--- src/design/gld_pkg.sv ---
`default_nettype none

package gld_pkg;

    // Default number of sensors handled by the block.
    localparam int NUM_SENSORS_DEF = 5;

    // Field widths fixed by the stream format.
    localparam int IDX_W   = 3;
    localparam int PPM_W   = 17;
    localparam int THR_W   = 16;
    localparam int CNT_W   = 4;
    localparam int LEVEL_W = 16;
    localparam int ACNT_W  = 3;

    localparam int IN_TDATA_W  = 24;
    localparam int OUT_TDATA_W = 8;

    localparam int CFG_IDX_W  = 2;
    localparam int CFG_DATA_W = 16;

    // Register values after reset (10 LEL and 30 LEL, debounce of five readings).
    localparam logic [THR_W-1:0] WARN_THR_RST = 16'd4000;
    localparam logic [THR_W-1:0] ERR_THR_RST  = 16'd12000;
    localparam logic [CNT_W-1:0] HIGHS_RST    = 4'd5;
    localparam logic [CNT_W-1:0] LOWS_RST     = 4'd5;

    // The alarm count field saturates at this value.
    localparam logic [ACNT_W-1:0] ACNT_MAX = 3'd7;

    typedef enum logic [CFG_IDX_W-1:0] {
        REG_WARN_THR = 2'd0,
        REG_ERR_THR  = 2'd1,
        REG_HIGHS    = 2'd2,
        REG_LOWS     = 2'd3
    } t_reg_index;

    typedef struct packed {
        logic [THR_W-1:0] warn_thr;
        logic [THR_W-1:0] err_thr;
        logic [CNT_W-1:0] highs;
        logic [CNT_W-1:0] lows;
    } t_cfg;

    typedef struct packed {
        logic              sensor_alarm;
        logic [ACNT_W-1:0] alarm_count;
        logic              any_alarm;
        logic              warning;
        logic              notify;
    } t_result;

endpackage

`default_nettype wire

--- src/design/gas_level_debounced_alarm.sv ---
// Debounced gas-level alarm for a bank of hydrogen sensors.
// Readings arrive on the s_axis channel, one item per reading: tdata carries
// the sensor index and the signed ppm value, tuser the disconnected flag.
// A disconnected reading is never high and counts as level zero. Each item yields exactly one
// result item on m_axis: the addressed sensor's alarm, the alarm count,
// the overall alarm, the warning flag and a notify bit for any change of
// the overall flags.
// Thresholds and debounce counts are written through the i_cfg_* port, one register per cycle;
// the user must write them only while no item is in flight; the block does not enforce this.
// Pipeline: an accepted item is captured in an input register, and its result
// is loaded into the result register when the input register advances, that
// is when the result register is empty or its item is taken. Throughput is one
// item per cycle while m_axis does not stall, set by the single update pass
// from the input register into the per-sensor state and the result register.
// When m_axis stalls, the held result stays put and one more item waits in
// the input register; s_axis_tready drops only when both are full.
// Synchronous active-low reset clears the pipeline, restores register
// defaults, zeroes all sensor alarms and run counters, and sets every stored
// level to the disconnected value.
`default_nettype none

module gas_level_debounced_alarm #(
    parameter int NUM_SENSORS = gld_pkg::NUM_SENSORS_DEF
) (
    input  wire logic                             i_clk,
    input  wire logic                             i_rst_n,
    // Configuration writes.
    input  wire logic                             i_cfg_we,
    input  wire logic [gld_pkg::CFG_IDX_W-1:0]    i_cfg_index,
    input  wire logic [gld_pkg::CFG_DATA_W-1:0]   i_cfg_data,
    // Input items.
    input  wire logic                             s_axis_tvalid,
    output logic                                  s_axis_tready,
    // [2:0] sensor_index, [19:3] concentration_ppm, [23:20] zero
    input  wire logic [gld_pkg::IN_TDATA_W-1:0]   s_axis_tdata,
    // [0] sensor_disconnected
    input  wire logic                             s_axis_tuser,
    // Result items.
    output logic                                  m_axis_tvalid,
    input  wire logic                             m_axis_tready,
    // [0] sensor_alarm, [3:1] alarm_count, [4] any_alarm, [5] warning,
    // [6] notify, [7] zero
    output logic [gld_pkg::OUT_TDATA_W-1:0]       m_axis_tdata
);
    import gld_pkg::*;

    t_cfg               r_cfg;

    logic               r_in_valid;
    logic [IDX_W-1:0]   r_idx;
    logic [PPM_W-1:0]   r_ppm;
    logic               r_disc;

    logic               r_out_valid;
    t_result            r_out;

    logic               w_advance;
    logic               w_high;
    logic [LEVEL_W-1:0] w_level;
    logic [NUM_SENSORS-1:0] w_hit;
    logic [NUM_SENSORS-1:0] w_flag_next;
    logic [LEVEL_W-1:0] w_level_next [NUM_SENSORS];
    logic               w_own_alarm;
    t_result            w_result;

    // Configuration registers.
    always_ff @(posedge i_clk) begin
        if (!i_rst_n) begin
            r_cfg.warn_thr <= WARN_THR_RST;
            r_cfg.err_thr  <= ERR_THR_RST;
            r_cfg.highs    <= HIGHS_RST;
            r_cfg.lows     <= LOWS_RST;
        end else if (i_cfg_we) begin
            unique case (t_reg_index'(i_cfg_index))
                REG_WARN_THR: r_cfg.warn_thr <= i_cfg_data[THR_W-1:0];
                REG_ERR_THR:  r_cfg.err_thr  <= i_cfg_data[THR_W-1:0];
                REG_HIGHS:    r_cfg.highs    <= i_cfg_data[CNT_W-1:0];
                REG_LOWS:     r_cfg.lows     <= i_cfg_data[CNT_W-1:0];
                default: ;
            endcase
        end
    end

    // Handshake: the input register moves on whenever the result register
    // is empty or its item is taken in this cycle.
    assign w_advance     = r_in_valid && (!r_out_valid || m_axis_tready);
    assign s_axis_tready = !r_in_valid || w_advance;

    // Input register.
    always_ff @(posedge i_clk) begin
        if (!i_rst_n) begin
            r_in_valid <= 1'b0;
        end else if (s_axis_tready) begin
            r_in_valid <= s_axis_tvalid;
        end
        if (s_axis_tready && s_axis_tvalid) begin
            r_idx  <= s_axis_tdata[IDX_W-1:0];
            r_ppm  <= s_axis_tdata[IDX_W +: PPM_W];
            r_disc <= s_axis_tuser;
        end
    end

    // A negative or disconnected level is never high and floors to zero
    // for the warning maximum.
    always_comb begin
        w_high  = !r_disc && !r_ppm[PPM_W-1] && (r_ppm[LEVEL_W-1:0] >= r_cfg.err_thr);
        w_level = (r_disc || r_ppm[PPM_W-1]) ? '0 : r_ppm[LEVEL_W-1:0];
    end

    // One debounce lane per sensor.
    for (genvar k = 0; k < NUM_SENSORS; k++) begin : g_lane
        assign w_hit[k] = w_advance && (32'(r_idx) == k);

        gld_lane u_lane (
            .i_clk        (i_clk),
            .i_rst_n      (i_rst_n),
            .i_upd        (w_hit[k]),
            .i_high       (w_high),
            .i_level      (w_level),
            .i_cfg        (r_cfg),
            .o_flag_next  (w_flag_next[k]),
            .o_level_next (w_level_next[k])
        );
    end

    // An out-of-range index hits no lane and reports no sensor alarm.
    assign w_own_alarm = |(w_hit & w_flag_next);

    gld_summary #(
        .NUM_SENSORS (NUM_SENSORS)
    ) u_summary (
        .i_clk       (i_clk),
        .i_rst_n     (i_rst_n),
        .i_advance   (w_advance),
        .i_flags     (w_flag_next),
        .i_levels    (w_level_next),
        .i_warn_thr  (r_cfg.warn_thr),
        .i_own_alarm (w_own_alarm),
        .o_result    (w_result)
    );

    // Result register.
    always_ff @(posedge i_clk) begin
        if (!i_rst_n) begin
            r_out_valid <= 1'b0;
        end else if (w_advance) begin
            r_out_valid <= 1'b1;
        end else if (m_axis_tready) begin
            r_out_valid <= 1'b0;
        end
        if (w_advance) begin
            r_out <= w_result;
        end
    end

    assign m_axis_tvalid = r_out_valid;
    assign m_axis_tdata  = {1'b0, r_out.notify, r_out.warning, r_out.any_alarm,
                            r_out.alarm_count, r_out.sensor_alarm};

`ifndef SYNTHESIS
    a_any_matches_count: assert property (@(posedge i_clk) disable iff (!i_rst_n)
        m_axis_tvalid |-> (m_axis_tdata[4] == (m_axis_tdata[3:1] != 3'd0)))
        else $error("any_alarm disagrees with alarm_count");

    a_stall_blocks_input: assert property (@(posedge i_clk) disable iff (!i_rst_n)
        (r_in_valid && r_out_valid && !m_axis_tready) |-> !s_axis_tready)
        else $error("input accepted while both stages are full and stalled");

    a_advance_loads_result: assert property (@(posedge i_clk) disable iff (!i_rst_n)
        w_advance |=> r_out_valid)
        else $error("advanced item produced no result");

    a_unknown_sensor_no_alarm: assert property (@(posedge i_clk) disable iff (!i_rst_n)
        (w_advance && !(|w_hit)) |=> !m_axis_tdata[0])
        else $error("sensor alarm reported for an unknown sensor");
`endif

endmodule

`default_nettype wire

--- src/design/gld_lane.sv ---
`default_nettype none

module gld_lane (
    input  wire logic                         i_clk,
    input  wire logic                         i_rst_n,
    input  wire logic                         i_upd,
    input  wire logic                         i_high,
    input  wire logic [gld_pkg::LEVEL_W-1:0]  i_level,
    input  wire gld_pkg::t_cfg                i_cfg,
    output logic                              o_flag_next,
    output logic [gld_pkg::LEVEL_W-1:0]       o_level_next
);
    import gld_pkg::*;

    logic               r_flag;
    logic [CNT_W-1:0]   r_cnt;
    logic [LEVEL_W-1:0] r_level;

    logic               n_flag;
    logic [CNT_W-1:0]   n_cnt;
    logic [CNT_W-1:0]   w_limit;
    logic [CNT_W-1:0]   w_step;
    logic               w_keeps;
    logic               w_toggle;

    // Debounce: a reading on the side that keeps the flag restarts the run,
    // otherwise the run grows until it reaches the limit and the flag flips.
    always_comb begin
        w_limit  = r_flag ? i_cfg.lows : i_cfg.highs;
        w_keeps  = r_flag ? i_high : !i_high;
        if (w_keeps) begin
            w_step = '0;
        end else if (r_cnt < w_limit) begin
            w_step = r_cnt + CNT_W'(1);
        end else begin
            w_step = r_cnt;
        end
        w_toggle = (w_step >= w_limit);
        n_flag   = w_toggle ? !r_flag : r_flag;
        n_cnt    = w_toggle ? '0 : w_step;
    end

    // The summary sees the values as they stand after this item.
    assign o_flag_next  = i_upd ? n_flag : r_flag;
    assign o_level_next = i_upd ? i_level : r_level;

    always_ff @(posedge i_clk) begin
        if (!i_rst_n) begin
            r_flag  <= 1'b0;
            r_cnt   <= '0;
            r_level <= '0;
        end else if (i_upd) begin
            r_flag  <= n_flag;
            r_cnt   <= n_cnt;
            r_level <= i_level;
        end
    end

endmodule

`default_nettype wire

--- src/design/gld_summary.sv ---
`default_nettype none

module gld_summary #(
    parameter int NUM_SENSORS = gld_pkg::NUM_SENSORS_DEF
) (
    input  wire logic                        i_clk,
    input  wire logic                        i_rst_n,
    input  wire logic                        i_advance,
    input  wire logic [NUM_SENSORS-1:0]      i_flags,
    input  wire logic [gld_pkg::LEVEL_W-1:0] i_levels [NUM_SENSORS],
    input  wire logic [gld_pkg::THR_W-1:0]   i_warn_thr,
    input  wire logic                        i_own_alarm,
    output gld_pkg::t_result                 o_result
);
    import gld_pkg::*;

    localparam int DEPTH  = $clog2(NUM_SENSORS);
    localparam int TREE_N = 1 << DEPTH;
    localparam int CW     = $clog2(NUM_SENSORS + 1);

    logic r_alarm;
    logic r_warning;

    logic [LEVEL_W-1:0] w_tree [DEPTH+1][TREE_N];
    logic [LEVEL_W-1:0] w_max;
    logic [CW-1:0]      w_count;
    logic               n_alarm;
    logic               n_warning;

    // Balanced maximum tree over the floored levels; unused leaves are zero.
    always_comb begin
        for (int d = 0; d <= DEPTH; d++) begin
            for (int i = 0; i < TREE_N; i++) begin
                w_tree[d][i] = '0;
            end
        end
        for (int i = 0; i < NUM_SENSORS; i++) begin
            w_tree[0][i] = i_levels[i];
        end
        for (int d = 1; d <= DEPTH; d++) begin
            for (int i = 0; i < (TREE_N >> d); i++) begin
                w_tree[d][i] = (w_tree[d-1][2*i] > w_tree[d-1][2*i+1]) ?
                               w_tree[d-1][2*i] : w_tree[d-1][2*i+1];
            end
        end
        w_max = w_tree[DEPTH][0];
    end

    // Overall flags; the warning holds when the maximum equals the threshold.
    always_comb begin
        w_count = CW'($countones(i_flags));
        n_alarm = |i_flags;
        if (w_max > i_warn_thr) begin
            n_warning = 1'b1;
        end else if (w_max < i_warn_thr) begin
            n_warning = 1'b0;
        end else begin
            n_warning = r_warning;
        end

        o_result.sensor_alarm = i_own_alarm;
        o_result.alarm_count  = (32'(w_count) > 32'(ACNT_MAX)) ? ACNT_MAX : ACNT_W'(w_count);
        o_result.any_alarm    = n_alarm;
        o_result.warning      = n_warning;
        o_result.notify       = (n_alarm != r_alarm) || (n_warning != r_warning);
    end

    always_ff @(posedge i_clk) begin
        if (!i_rst_n) begin
            r_alarm   <= 1'b0;
            r_warning <= 1'b0;
        end else if (i_advance) begin
            r_alarm   <= n_alarm;
            r_warning <= n_warning;
        end
    end

endmodule

`default_nettype wire
--- config.mk ---
export PLATFORM = sky130hd
export DESIGN_NAME = gas_level_debounced_alarm
export DESIGN_NICKNAME = d
export VERILOG_FILES = /design/src/design/gld_pkg.sv /design/src/design/gas_level_debounced_alarm.sv /design/src/design/gld_lane.sv /design/src/design/gld_summary.sv
export SDC_FILE = /design/constraint.sdc
export NUM_CORES = 1
export LEC_CHECK = 0
export ABC_AREA = 1
export ABC_CLOCK_PERIOD_IN_PS = 10400
export BUFFER_PORTS_ARGS = -buffer_cell sky130_fd_sc_hd__clkbuf_2
export CELL_PAD_IN_SITES_DETAIL_PLACEMENT = 1
export CELL_PAD_IN_SITES_GLOBAL_PLACEMENT = 1
export CORE_AREA = 8 8 223 225
export DETAILED_ROUTE_END_ITERATION = 12
export DIE_AREA = 0 0 231 233
export PLACE_DENSITY_LB_ADDON = 0.1
export SYNTH_ARGS = -nofsm -noshare
export SYNTH_HDL_FRONTEND = slang
export SYNTH_SLANG_ARGS = --single-unit
export TNS_END_PERCENT = 100
--- constraint.sdc ---
create_clock -name i_clk -period 10.4 [get_ports i_clk]
set_input_delay 2.08 -clock i_clk [delete_from_list [all_inputs] [get_ports i_clk]]
set_output_delay 2.08 -clock i_clk [all_outputs]
set_load 0.05 [all_outputs]
=== Word-level counts from Yosys, hierarchy flattened ===
Index checks and enable logic that the tools add are counted.

* Bits of input ports: 48
* Logic and storage cells: 152
* Output and inout port bits: 10
* Register bits: 177

* Reductions and logical operators: 32
* Muxes and demuxes: 51
* Bitwise operators: 1
* Order comparisons: 19
* Add/sub/neg operators: 9
* Eq/ne operators: 9

{| class="wikitable"
|+ Operators by type and width
! kind !! count
|-
| 16-bit two-way mux || 12
|-
| 16-bit greater-than comparator || 5
|-
| 4-bit two-way mux || 20
|-
| 16-bit by 1-bit greater-than comparator with 1-bit output, second input constant || 2
|-
| 4-bit by 1-bit adder with 4-bit output, second input constant || 5
|-
| 4-bit >= comparator || 5
|-
| 4-bit < comparator || 5
|-
| 1-bit two-way mux || 19
|-
| 16-bit >= comparator || 1
|-
| 16-bit < comparator || 1
|-
| 1-bit logical NOT || 10
|-
| 5-bit OR reduction || 2
|-
| 1-bit logical AND || 9
|-
| 2-bit AND reduction || 4
|-
| 3-bit by 2-bit equality test with 1-bit output, second input constant || 2
|-
| 5-bit AND || 1
|-
| 1-bit by 1-bit adder with 2-bit output || 2
|-
| 2-bit equality test, second input constant || 2
|-
| 1-bit logical OR || 4
|-
| 3-bit by 1-bit adder with 3-bit output || 1
|-
| 3-bit adder || 1
|-
| 3-bit by 1-bit equality test with 1-bit output, second input constant || 1
|-
| 3-bit equality test, second input constant || 1
|-
| 3-bit logical NOT || 1
|-
| other kinds (4) || 5
|}

=== Longest topological paths before layout ===
Gate-level depths: netlist of the first run.

* Depth in word-level cells: 16
* Gate-level depth with buffers: 56
* Depth with buffers taken out: 53

=== By module ===
Synthesis of the first run repeated with hierarchy kept, for this count alone.

* Cells, all modules: 1728
* Area total of the unflattened synthesis: 12301.8 um^2

{| class="wikitable"
|+ Modules (own cells, without submodules)
! module !! times used !! area each (um^2) !! seq. area each (um^2) !! cells each
|-
| gld_lane || 5 || 1193.6 || 420.4 || 168
|-
| gld_summary || 1 || 3359.5 || 40.0 || 559
|-
| gas_level_debounced_alarm || 1 || 2974.1 || 1681.6 || 329
|}

=== Worst setup path before layout of the first run ===
Ideal clock, no wire load.

* Path kind: input-to-reg
* Start point: in m_axis_tready
* End point: reg r_out (netlist bit m_axis_tdata[6]) (data pin)
* Path slack: 1.047 ns
* Stages on the path: 53
* Data required time: 10.138 ns
* Path buffers: 5
* Arrival time: 9.091 ns
* Setup time: 0.262 ns
* Path through: inv_1 a21oi_4 nand2_2 clkbuf_1 clkbuf_1 o21ai_0 inv_1 ha_1 nand2_1 nor4_1 inv_1 o21ai_0 nor2_1 nand2_4 nand2_2 buf_6 nand2_1 and2_1 [... 17 more ...] nand2_1 o2111ai_1 o21ai_0 inv_1 clkbuf_1 or2_2 nand2_1 ha_1 inv_1 nor2_1 nor2_1 o21a_1 o211ai_1 nand2_1 nand3_1 o21ai_0 xor2_1 nand3_1

{| class="wikitable"
|+ RTL lines
! item !! RTL line !! RTL
|-
| from (decl) || gas_level_debounced_alarm.sv:40 || <nowiki>input wire logic m_axis_tready,</nowiki>
|-
| to (signal assigned) || gas_level_debounced_alarm.sv:152 || <nowiki>r_out <= w_result;</nowiki>
|-
| to (decl) || gas_level_debounced_alarm.sv:55 || <nowiki>t_result r_out;</nowiki>
|}

==> results of run 1 <==
## per-stage QoR
stage          worst slack (ps)  util [%]  power (mW)  cell area, um^2  std cells
2_1_floorplan              1050         -        1.46            11400       1576
3_3_place_gp               81.0      29.1        2.13            13400       2335
3_5_place_dp               -123      29.1        2.16            13400       2335
4_1_cts                     327      30.3        2.83            14000       2367
5_1_grt                    9.83      30.4        3.04            14000       2367
6_report                    762      30.4        2.78            14000       2368
## worst min path at each step
| stage | start | end | slack (ps) | depth (start not counted) |
|---|---|---|---|---|
| final | r_cfg[37]$_SDFFE_PN0P_ | r_cfg[37]$_SDFFE_PN0P_ | 460 | 2 |
| after CTS | r_cfg[37]$_SDFFE_PN0P_ | r_cfg[37]$_SDFFE_PN0P_ | 460 | 2 |
| after global routing | r_cfg[9]$_SDFFE_PN0P_ | r_cfg[9]$_SDFFE_PN0P_ | 490 | 2 |
| after floorplan | r_cfg[10]$_SDFFE_PN0P_ | r_cfg[10]$_SDFFE_PN0P_ | 430 | 2 |
| after detailed placement | r_cfg[37]$_SDFFE_PN0P_ | r_cfg[37]$_SDFFE_PN0P_ | 450 | 2 |
| after global placement | r_cfg[10]$_SDFFE_PN0P_ | r_cfg[10]$_SDFFE_PN0P_ | 450 | 2 |
## critical path, delay by kind of cell
family / cells / cell delay, ps
AO/OA/AOI/OAI: 15 / 2370
XOR/XNOR: 1 / 230
adder cells (fa/ha/maj): 4 / 1070
buffers and inverters: 12 / 1350
AND/OR/NAND/NOR: 21 / 2700
## cells in the final DEF (no fill, tap or decap), types with 4 or more instances in the layout
master | netlist | routed
nor3_1 | 9 | 7
ha_1 | 137 | 137
or2_2 | 31 | 31
inv_1 | 199 | 198
o21ai_1 | 4 | 9
inv_2 | 4 | 4
buf_12 | 0 | 4
edfxtp_1 | 28 | 28
nand2_1 | 324 | 324
clkbuf_16 | 0 | 18
xor2_1 | 18 | 18
o21bai_1 | 4 | 4
a211oi_1 | 6 | 6
buf_4 | 1 | 147
nand3_1 | 122 | 122
o211ai_1 | 28 | 28
nand2_2 | 7 | 5
nand4_1 | 21 | 21
a21oi_1 | 97 | 96
dfxtp_1 | 149 | 149
o21ai_0 | 136 | 129
clkbuf_2 | 0 | 52
nor2_1 | 140 | 138
clkinvlp_4 | 0 | 6
and2_1 | 33 | 33
clkinv_2 | 0 | 5
## cells by family (layout without fill, tap and decap cells)
logic type,Yosys count,count (layout),share of synthesized area [%]
and+or+nand+nor,695,695,26.7
xor gates and xnor gates,20,20,1.54
adders and majority gates,139,139,15.4
other,1,2,0.0330
buffers and inverters,254,438,8.54
DFF,177,177,33.6
AOI/OAI and AO/OA,290,290,14.1
## layout make-up
cell class	instances	share of cell area, %
clock inverter	13	0.804
tap	607	5.42
antenna	1	0.0179
clock buffer	19	3.24
timing repair buffer	203	10.3
inverter	203	5.45
sequential	177	27.3
multi-input combinational	1145	47.4
## registers in the layout, indices dropped and copies added (netlist names)
name                   flops
u_summary.r_warning        1
g_lane.u_lane.r_cnt       20
m_axis_tdata               7
m_axis_tvalid              1
r_disc                     1
r_cfg                     40
g_lane.u_lane.r_level     80
r_idx                      3
r_ppm                     17
u_summary.r_alarm          1
r_in_valid                 1
g_lane.u_lane.r_flag       5
## metal layers
metal / GRT usage [%] / share of wire, % / vias to the layer above
li1: - / - / 5549
met4: 4.36 / 2.3 / 0
met3: 2.56 / 1.9 / 40
met1: 17.4 / 47 / 4993
met5: 0 / 0 / -
met2: 25.6 / 49 / 66
## report_power, final
part	leakage [nW]	total [mW]	switching (mW)	internal, mW
Clock	0.262	0.645	0.303	0.343
Sequential	1.48	0.739	0.0126	0.726
Combinational	4.93	1.40	0.773	0.625
Total	6.68	2.78	1.09	1.69
==> impl_metrics.csv, run 1 <==
group,metric,value,unit
run_status,status,"finished, final reports clean",
synth,syn_nets,1763,
synth,syn_inst,1576,
setup_path,cp-startpoint,"m_axis_tready",
clock_network,cts.sinks,177,
setup_path,r2r_setup_slack,1690,ps
clock_network,cts_buffers,17,
grt,track_usage,14.4,%
setup_path,crit_fanout,17,
clock_network,clk_pin_slew,70,ps
setup_path,required,10600,ps
grt,gr-total-overflow,0,
synth,synth_seq_cells,177,
setup_path,crit_path_end_kind,"register",
setup_path,reg2reg_depth,52,
synth,synth_commonest_cells,"nand2_1 (324), inv_1 (199), dfxtp_1 (149)",
drt,firstDrtPassIters,4,
synth,synth_async_sr_flop_share,0,%
floorplan,initial_core_util,24.7,%
timing,timing.final.crit_period,9640,ps
floorplan,die_area,53800,um^2
timing,slew-limit-headroom,31.0,%
timing,worst_pin_slew,1030,ps
clock_network,ctsHoldBuffers,0,
synth,synth_top_area_share,26.2,%
drt,drt_iter0_drc,315,
clock_network,root_buffer,"clkbuf_16",
drt,drc,0,
setup_path,critical_path_class,"input pin to register",
setup_path,slowest_stage,"ha_1",
drt,finalWirelength,37700,um
timing,min_period_over_period,92.7,%
setup_path,cp-start-kind,"input pin",
synth,synth_area,11400,um^2
place,place_congestion,0.785,
timing,fin_worst_skew,12.0,ps
power_and_ir_drop,p_per_area,199,nW/um^2
final_layout,nets,1934,
worst_hold_path,hold_path_class,"register to register",
drt,viasPerCell,4.50,
setup_path,slowest_delay,310,ps
synth,synth_edf_count,28,
setup_path,reg2reg_to,"m_axis_tdata[6]$_DFFE_PP_",
synth,yosysWarnings,0,
power_and_ir_drop,irDropWorstVdd,99.1,uV
drt,vias,10600,
synth,yosysMostFrequentCell,"nand2_1",
synth,synth_area_leaders,"dfxtp_1 (26%), ha_1 (15%), nand2_1 (11%), edfxtp_1 (7.4%), inv_1 (6.6%)",
setup_path,endpoint,"m_axis_tdata[6]$_DFFE_PP_",
floorplan,die_x,231,um
synth,avgSynthCellArea,7.22,um^2
timing,slew_violations,0,
synth,ys_types,44,
grt,grt_max_degree,66,
drt,ant_nets,0,
drt,wl_per_cell,15.9,um
place,dpl.hpwl,30100,um
grt,grt_pass1_vias,11200,
clock_network,clock_path_buffers,2,
timing,max_freq,104,MHz
final_layout,multi_input_area,6650,um^2
timing,tns,0,ps
final_layout,drive_gt1_share,16.8,%
final_layout,regArea,3820,um^2
grt,antenna_found_initial,0,
clock_network,clkLatencyLatePin,460,ps
timing,rsz0062_at_grt,"no",
floorplan,ios,58,
floorplan,core.rowCount,79,
clock_network,cts_setup_buffers,0,
place,io_buffers,52,
synth,synth_ff_type,"dfxtp_1",
timing,whs,458,ps
clock_network,cts_tree,"yes",
setup_path,crit_top_cell,"inv_1",
floorplan,die_h,233,um
setup_path,worstPathArrival,9830,ps
synth,yosysSeqAreaShare,33.6,%
floorplan,coreArea,46100,um^2
clock_network,cts_resized,0,
setup_path,reg2reg_from,"r_disc$_DFFE_PP_",
final_layout,areaGrowthSynthToFinish,23.1,%
grt,grt_pass1_wl,60400,um
job,cap_viol_max_count,0,
power_and_ir_drop,leakage,6.68,nW
final_layout,fillers,5715,
timing,finalSetupViolations,0,
clock_network,cts_htree_levels,4,
synth,yosysTopAreaCell,"dfxtp_1",
timing,hold_viol,0,
Power figures use the tool's default switching activity.
==> inputs of run 2 (changes only) <==
--- a/config.mk
+++ b/config.mk
@@ -10,10 +10,11 @@
 export BUFFER_PORTS_ARGS = -buffer_cell sky130_fd_sc_hd__clkbuf_2
 export CELL_PAD_IN_SITES_DETAIL_PLACEMENT = 1
 export CELL_PAD_IN_SITES_GLOBAL_PLACEMENT = 1
-export CORE_AREA = 8 8 223 225
+export CORE_AREA = 8 8 167 169
 export DETAILED_ROUTE_END_ITERATION = 12
-export DIE_AREA = 0 0 231 233
+export DIE_AREA = 0 0 175 177
 export PLACE_DENSITY_LB_ADDON = 0.1
+export SLEW_MARGIN = 20
 export SYNTH_ARGS = -nofsm -noshare
 export SYNTH_HDL_FRONTEND = slang
 export SYNTH_SLANG_ARGS = --single-unit
==> run 2 against run 1 <==
Effect of this change:
- sequential cell count unchanged
- clock-buffer cell count decreased by 1
- design area is 8.7% lower
- clock power is essentially flat
- first-iteration DRC count rose by 46%
- via count down 0.95%
- register-to-register slack improved by 260 ps
- utilization is 20 points higher
- non-clock buffer count decreased by 118
- sequential power about the same
- critical endpoint unchanged
- maximum frequency grew 0.69%
==> impl_metrics.csv, run 2 (same netlist as run 1, synthesis figures left out) <==
group,metric,value,unit
run_status,status,"finished, final reports clean",
floorplan,ios,58,
final_layout,regArea,3820,um^2
final_layout,largest_reg_flops,80,
drt,firstDrtPassIters,5,
final_layout,regMostFlops,"g_lane.u_lane.r_level",
drt,drc,0,
setup_path,required,10580,ps
grt,antenna_found_initial,0,
final_layout,drive_gt1_share,10.7,%
drt,wl_per_cell,16.8,um
grt,gr-total-overflow,0,
clock_network,cts.sinks,177,
drt,met1Wirelength,14200,um
setup_path,critical_path_class,"input pin to register",
floorplan,die_x,175,um
timing,timing.final.crit_period,9570,ps
power_and_ir_drop,p_comb_share,44.5,%
power_and_ir_drop,irDropWorstVdd,170,uV
place,dpl.hpwl,26000,um
clock_network,cts_tree,"yes",
setup_path,crit_fanout,16,
setup_path,worstPathArrival,9750,ps
drt,drt_iter0_drc,459,
power_and_ir_drop,seq_power_share,29.6,%
setup_path,slowest_delay,320,ps
power_and_ir_drop,pwr-share-clk,25.9,%
drt,vias,10500,
final_layout,final_common_cell,"nand2_1",
final_layout,areaGrowthSynthToFinish,12.4,%
clock_network,ctsHoldBuffers,0,
setup_path,cp-startpoint,"m_axis_tready",
setup_path,r2r_setup_slack,1950,ps
setup_path,critical_path_buf_inv_count,13,
timing,min_period_over_period,92.0,%
setup_path,reg2reg_to,"m_axis_tdata[6]$_DFFE_PP_",
clock_network,cts_htree_levels,4,
final_layout,multi_input_area,6640,um^2
floorplan,initial_core_util,44.7,%
setup_path,crit_top_cell,"inv_1",
timing,max_freq,104,MHz
power_and_ir_drop,internal-power,1.47,mW
setup_path,reg2reg_depth,52,
floorplan,coreArea,25500,um^2
place,place_congestion,0.836,
clock_network,clk_pin_slew,70,ps
clock_network,clock_path_buffers,2,
grt,grt_pass1_vias,11000,
timing,finalSetupViolations,0,
final_layout,reg_top3,"g_lane.u_lane.r_level (80), r_cfg (40), g_lane.u_lane.r_cnt (20)",
drt,viasPerCell,5.33,
drt,wl_met2,17800,um
timing,slew_violations,0,
grt,grt_max_degree,99,
setup_path,path_depth,54,
setup_path,cp-start-kind,"input pin",
drt,finalWirelength,33300,um
grt,track_usage,22.0,%
power_and_ir_drop,p_per_area,195,nW/um^2
drt,top_layer,"met4",
final_layout,fillers,3321,
timing,layout_setup_ws,828,ps
final_layout,utilization,50.2,%
timing,slew-limit-headroom,30.6,%
worst_hold_path,hold_path_class,"register to register",
power_and_ir_drop,swShare,41.1,%
timing,hold_viol,0,
power_and_ir_drop,leakage,6.14,nW
clock_network,clkLatencyLatePin,440,ps
setup_path,endpoint,"m_axis_tdata[6]$_DFFE_PP_",
timing,worst_pin_slew,1040,ps
drt,ant_nets,0,
grt,grt_pass1_wl,54900,um
place,io_buffers,52,
timing,tns,0,ps
worst_hold_path,whs_path_depth,2,
final_layout,num_antenna_cells,0,
clock_network,cts_buffers,17,
floorplan,core.rowCount,59,
setup_path,slowest_stage,"nor4_2",
drt,wl_met3,561,um
floorplan,die_area,31000,um^2
floorplan,die_h,177,um
job,cap_viol_max_count,0,
setup_path,crit_path_end_kind,"register",
power_and_ir_drop,p_sw,1.03,mW
setup_path,crit_family,"simple AND/OR/NAND/NOR gates",
place,preCtsSetupSlack,199,ps
clock_network,root_buffer,"clkbuf_16",
final_layout,most-common-layout-cells,"nand2_1 (324), inv_1 (198), dfxtp_1 (149)",
timing,fin_worst_skew,15.9,ps
final_layout,nets,1816,
setup_path,reg2reg_from,"r_disc$_DFFE_PP_",
run 2: worst min path at each step:
stage / start / to / slack [ps]
3_5_place_dp: r_cfg[22]$_SDFFE_PN0P_ / r_cfg[22]$_SDFFE_PN0P_ / 460
4_1_cts: r_cfg[22]$_SDFFE_PN0P_ / r_cfg[22]$_SDFFE_PN0P_ / 470
6_report: r_cfg[38]$_SDFFE_PN0P_ / r_cfg[38]$_SDFFE_PN0P_ / 460
3_3_place_gp: r_cfg[23]$_SDFFE_PN0P_ / r_cfg[23]$_SDFFE_PN0P_ / 450
5_1_grt: r_cfg[12]$_SDFFE_PN0P_ / r_cfg[12]$_SDFFE_PN0P_ / 490
2_1_floorplan: r_cfg[10]$_SDFFE_PN0P_ / r_cfg[10]$_SDFFE_PN0P_ / 430
run 2: repair_timing:
action                                 CTS  global route
endpoints found under the hold margin    0             0
buffers inserted                         0             0
gates resized for setup                  0            13
setup endpoints to repair                0             3
run 2: layout make-up:
cell class                 count  area share (%)
multi-input combinational   1145            51.9
clock buffer                  18            3.36
tap                          335            3.28
timing repair buffer          85            4.30
sequential                   177            29.9
inverter                     203            6.00
clock inverter                14            1.27
run 2: tightest hold or removal path: cells and delay by family, from the launching register on:
kind	cells	cell delay [ps]
AO/OA/AOI/OAI	1	60
buffers and inverters	1	60
flip-flops	1	300
run 2: metal layers:
metal | global-route usage [%] | vias to the layer above
met1 | 25.1 | 5107
met2 | 42.2 | 92
met3 | 2.56 | 41
met5 | 0 | -
met4 | 5.90 | 0
li1 | - | 5307
run 2: power by group through the flow:
stage / clock, mW / sequential, mW / combinational (mW)
3_3_place_gp: 0 / 0.754 / 1.05
6_report: 0.646 / 0.739 / 1.11
4_1_cts: 0.663 / 0.740 / 1.11
5_1_grt: 0.694 / 0.742 / 1.26
2_1_floorplan: 0 / 0.767 / 0.695
3_5_place_dp: 0 / 0.755 / 1.10
run 2: metrics by stage:
step	power, mW	instance area (um^2)	std cells	hold WS, ps
after CTS	2.52	12700	1977	468
after floorplan	1.46	11400	1576	433
after detailed placement	1.85	12200	1945	456
final	2.49	12800	1977	463
after global placement	1.80	12200	1945	448
after global routing	2.70	12800	1977	491
==> inputs of run 3 (changes only) <==
--- a/config.mk
+++ b/config.mk
@@ -7,12 +7,12 @@
 export LEC_CHECK = 0
 export ABC_AREA = 1
 export ABC_CLOCK_PERIOD_IN_PS = 10400
-export BUFFER_PORTS_ARGS = -buffer_cell sky130_fd_sc_hd__clkbuf_2
 export CELL_PAD_IN_SITES_DETAIL_PLACEMENT = 1
 export CELL_PAD_IN_SITES_GLOBAL_PLACEMENT = 1
-export CORE_AREA = 8 8 167 169
+export CORE_AREA = 8 8 163 165
 export DETAILED_ROUTE_END_ITERATION = 12
-export DIE_AREA = 0 0 175 177
+export DIE_AREA = 0 0 171 173
+export DONT_BUFFER_PORTS = 1
 export PLACE_DENSITY_LB_ADDON = 0.1
 export SLEW_MARGIN = 20
 export SYNTH_ARGS = -nofsm -noshare
==> run 3 against run 2 <==
Effect of this change:
- cell count is 3.2% lower
- sequential power is 2.7% higher
- wire length is 0.57% higher
- global-route usage is 1.1 points higher
- via count is 1.4% lower
- critical endpoint unchanged
- largest power group unchanged
==> impl_metrics.csv, run 3 (same netlist as run 1, synthesis figures left out) <==
group,metric,value,unit
run_status,status,"finished, final reports clean",
timing,finalSetupViolations,0,
setup_path,slowest_stage,"ha_1",
setup_path,crit_top_cell,"nand2_1",
timing,max_freq,104,MHz
floorplan,coreArea,24000,um^2
drt,firstDrtPassIters,4,
setup_path,crit_path_end_kind,"register",
final_layout,reg_top3,"g_lane.u_lane.r_level (80), r_cfg (40), g_lane.u_lane.r_cnt (20)",
final_layout,drive_gt1_share,7.80,%
power_and_ir_drop,power,2.52,mW
place,dpl.hpwl,25900,um
drt,wl_per_cell,17.5,um
clock_network,cts_tree,"yes",
timing,slew_violations,0,
final_layout,largest_reg_flops,80,
floorplan,ios,58,
clock_network,clk_pin_slew,80,ps
grt,grt_max_degree,93,
place,place_inst,1878,
timing,rsz0062_at_grt,"no",
drt,finalWirelength,33500,um
power_and_ir_drop,irDropWorstVdd,178,uV
setup_path,critical_path_class,"input pin to register",
setup_path,cp-start-kind,"input pin",
final_layout,areaGrowthSynthToFinish,10.3,%
timing,timing.final.crit_period,9660,ps
drt,viasPerCell,5.43,
power_and_ir_drop,leakage,5.94,nW
place,io_buffers,0,
worst_hold_path,hold_path_class,"register to register",
floorplan,core.rowCount,57,
grt,grt_pass1_wl,54700,um
timing,worst_pin_slew,1080,ps
timing,hold_viol,0,
power_and_ir_drop,p_per_area,201,nW/um^2
clock_network,cts_buffers,17,
grt,grt_busiest_layer,"met2",
setup_path,required,10580,ps
grt,gr-total-overflow,0,
clock_network,clock_path_buffers,2,
place,preCtsSetupSlack,-2.17,ps
final_layout,fin_cells,1913,
timing,tns,0,ps
setup_path,crit_fanout,27,
job,cap_viol_max_count,0,
clock_network,cts.sinks,177,
final_layout,most-common-layout-cells,"nand2_1 (324), inv_1 (198), dfxtp_1 (149)",
drt,drt_iter0_drc,474,
place,place_congestion,0.886,
setup_path,slowest_delay,340,ps
floorplan,die_x,171,um
final_layout,regMostFlops,"g_lane.u_lane.r_level",
final_layout,utilization,52.4,%
floorplan,die_h,173,um
final_layout,nets,1763,
drt,ant_nets,0,
final_layout,num_antenna_cells,0,
floorplan,die_area,29600,um^2
clock_network,cts_htree_levels,4,
setup_path,reg2reg_to,"m_axis_tdata[6]$_DFFE_PP_",
drt,vias,10400,
clock_network,ctsHoldBuffers,0,
setup_path,worstPathArrival,9840,ps
grt,grt_util_met2,43.0,%
final_layout,final_common_cell,"nand2_1",
grt,grt_pass1_vias,10900,
timing,min_period_over_period,92.8,%
clock_network,root_buffer,"clkbuf_16",
timing,fin_worst_skew,13.7,ps
grt,grt_use_met1,25.8,%
timing,slew-limit-headroom,28.2,%
timing,layout_setup_ws,744,ps
setup_path,cp-startpoint,"m_axis_tready",
setup_path,reg2reg_from,"m_axis_tvalid$_SDFFE_PN0P_",
setup_path,endpoint,"m_axis_tdata[6]$_DFFE_PP_",
drt,drc,0,
grt,antenna_found_initial,0,
floorplan,initial_core_util,47.5,%
grt,track_usage,23.0,%
grt,grt_use_met3,2.80,%
setup_path,reg2reg_depth,49,
setup_path,r2r_setup_slack,1670,ps
clock_network,clkLatencyLatePin,440,ps
## run 3: final cells by class
class	count	area, um^2
Tap cell	324	405
Inverter	203	763
Clock inverter	14	165
Sequential cell	177	3820
Timing Repair Buffer	32	298
Multi-Input combinational cell	1145	6670
Clock buffer	18	429
Fill cell	3090	11400
## run 3: worst min path at each step
stage / end / cells past startpoint / slack (ps) / from
after floorplan: r_cfg[10]$_SDFFE_PN0P_ / 2 / 430 / r_cfg[10]$_SDFFE_PN0P_
after global placement: r_cfg[10]$_SDFFE_PN0P_ / 2 / 440 / r_cfg[10]$_SDFFE_PN0P_
after detailed placement: r_cfg[20]$_SDFFE_PN0P_ / 2 / 450 / r_cfg[20]$_SDFFE_PN0P_
after CTS: r_cfg[20]$_SDFFE_PN0P_ / 2 / 460 / r_cfg[20]$_SDFFE_PN0P_
after global routing: r_cfg[22]$_SDFFE_PN0P_ / 2 / 490 / r_cfg[22]$_SDFFE_PN0P_
final: r_cfg[20]$_SDFFE_PN0P_ / 2 / 460 / r_cfg[20]$_SDFFE_PN0P_
## run 3: per-stage QoR
stage          hold slack, ps  instance area (um^2)
6_report                  459                 12600
5_1_grt                   488                 12600
4_1_cts                   464                 12500
2_1_floorplan             433                 11400
3_3_place_gp              443                 11900
3_5_place_dp              452                 11900
## run 3: power breakdown
group / internal (mW) / leakage, nW / total, mW / switching (mW)
logic: 0.429 / 4.17 / 1.11 / 0.679
registers: 0.726 / 1.48 / 0.759 / 0.0324
clock network: 0.325 / 0.290 / 0.657 / 0.332
## run 3: what timing repair did
item | in CTS | in global routing
buffers inserted | 0 | 3
hold endpoints to repair | 0 | 0
endpoints found under the setup margin | 0 | 3
resized for setup | 0 | 21
## run 3: critical path, delay by kind of cell
family	cells	cell delay, ps
compound gates	14	2000
simple gates	21	2850
fa+ha+maj	4	1170
buf+inv	10	1510
xor+xnor	1	220
## run 3: metal layers
metal / share of wire, % / up-vias
met5: 0 / -
met2: 52 / 144
met3: 2.1 / 66
li1: - / 5204
met4: 3.3 / 0
met1: 42 / 4982
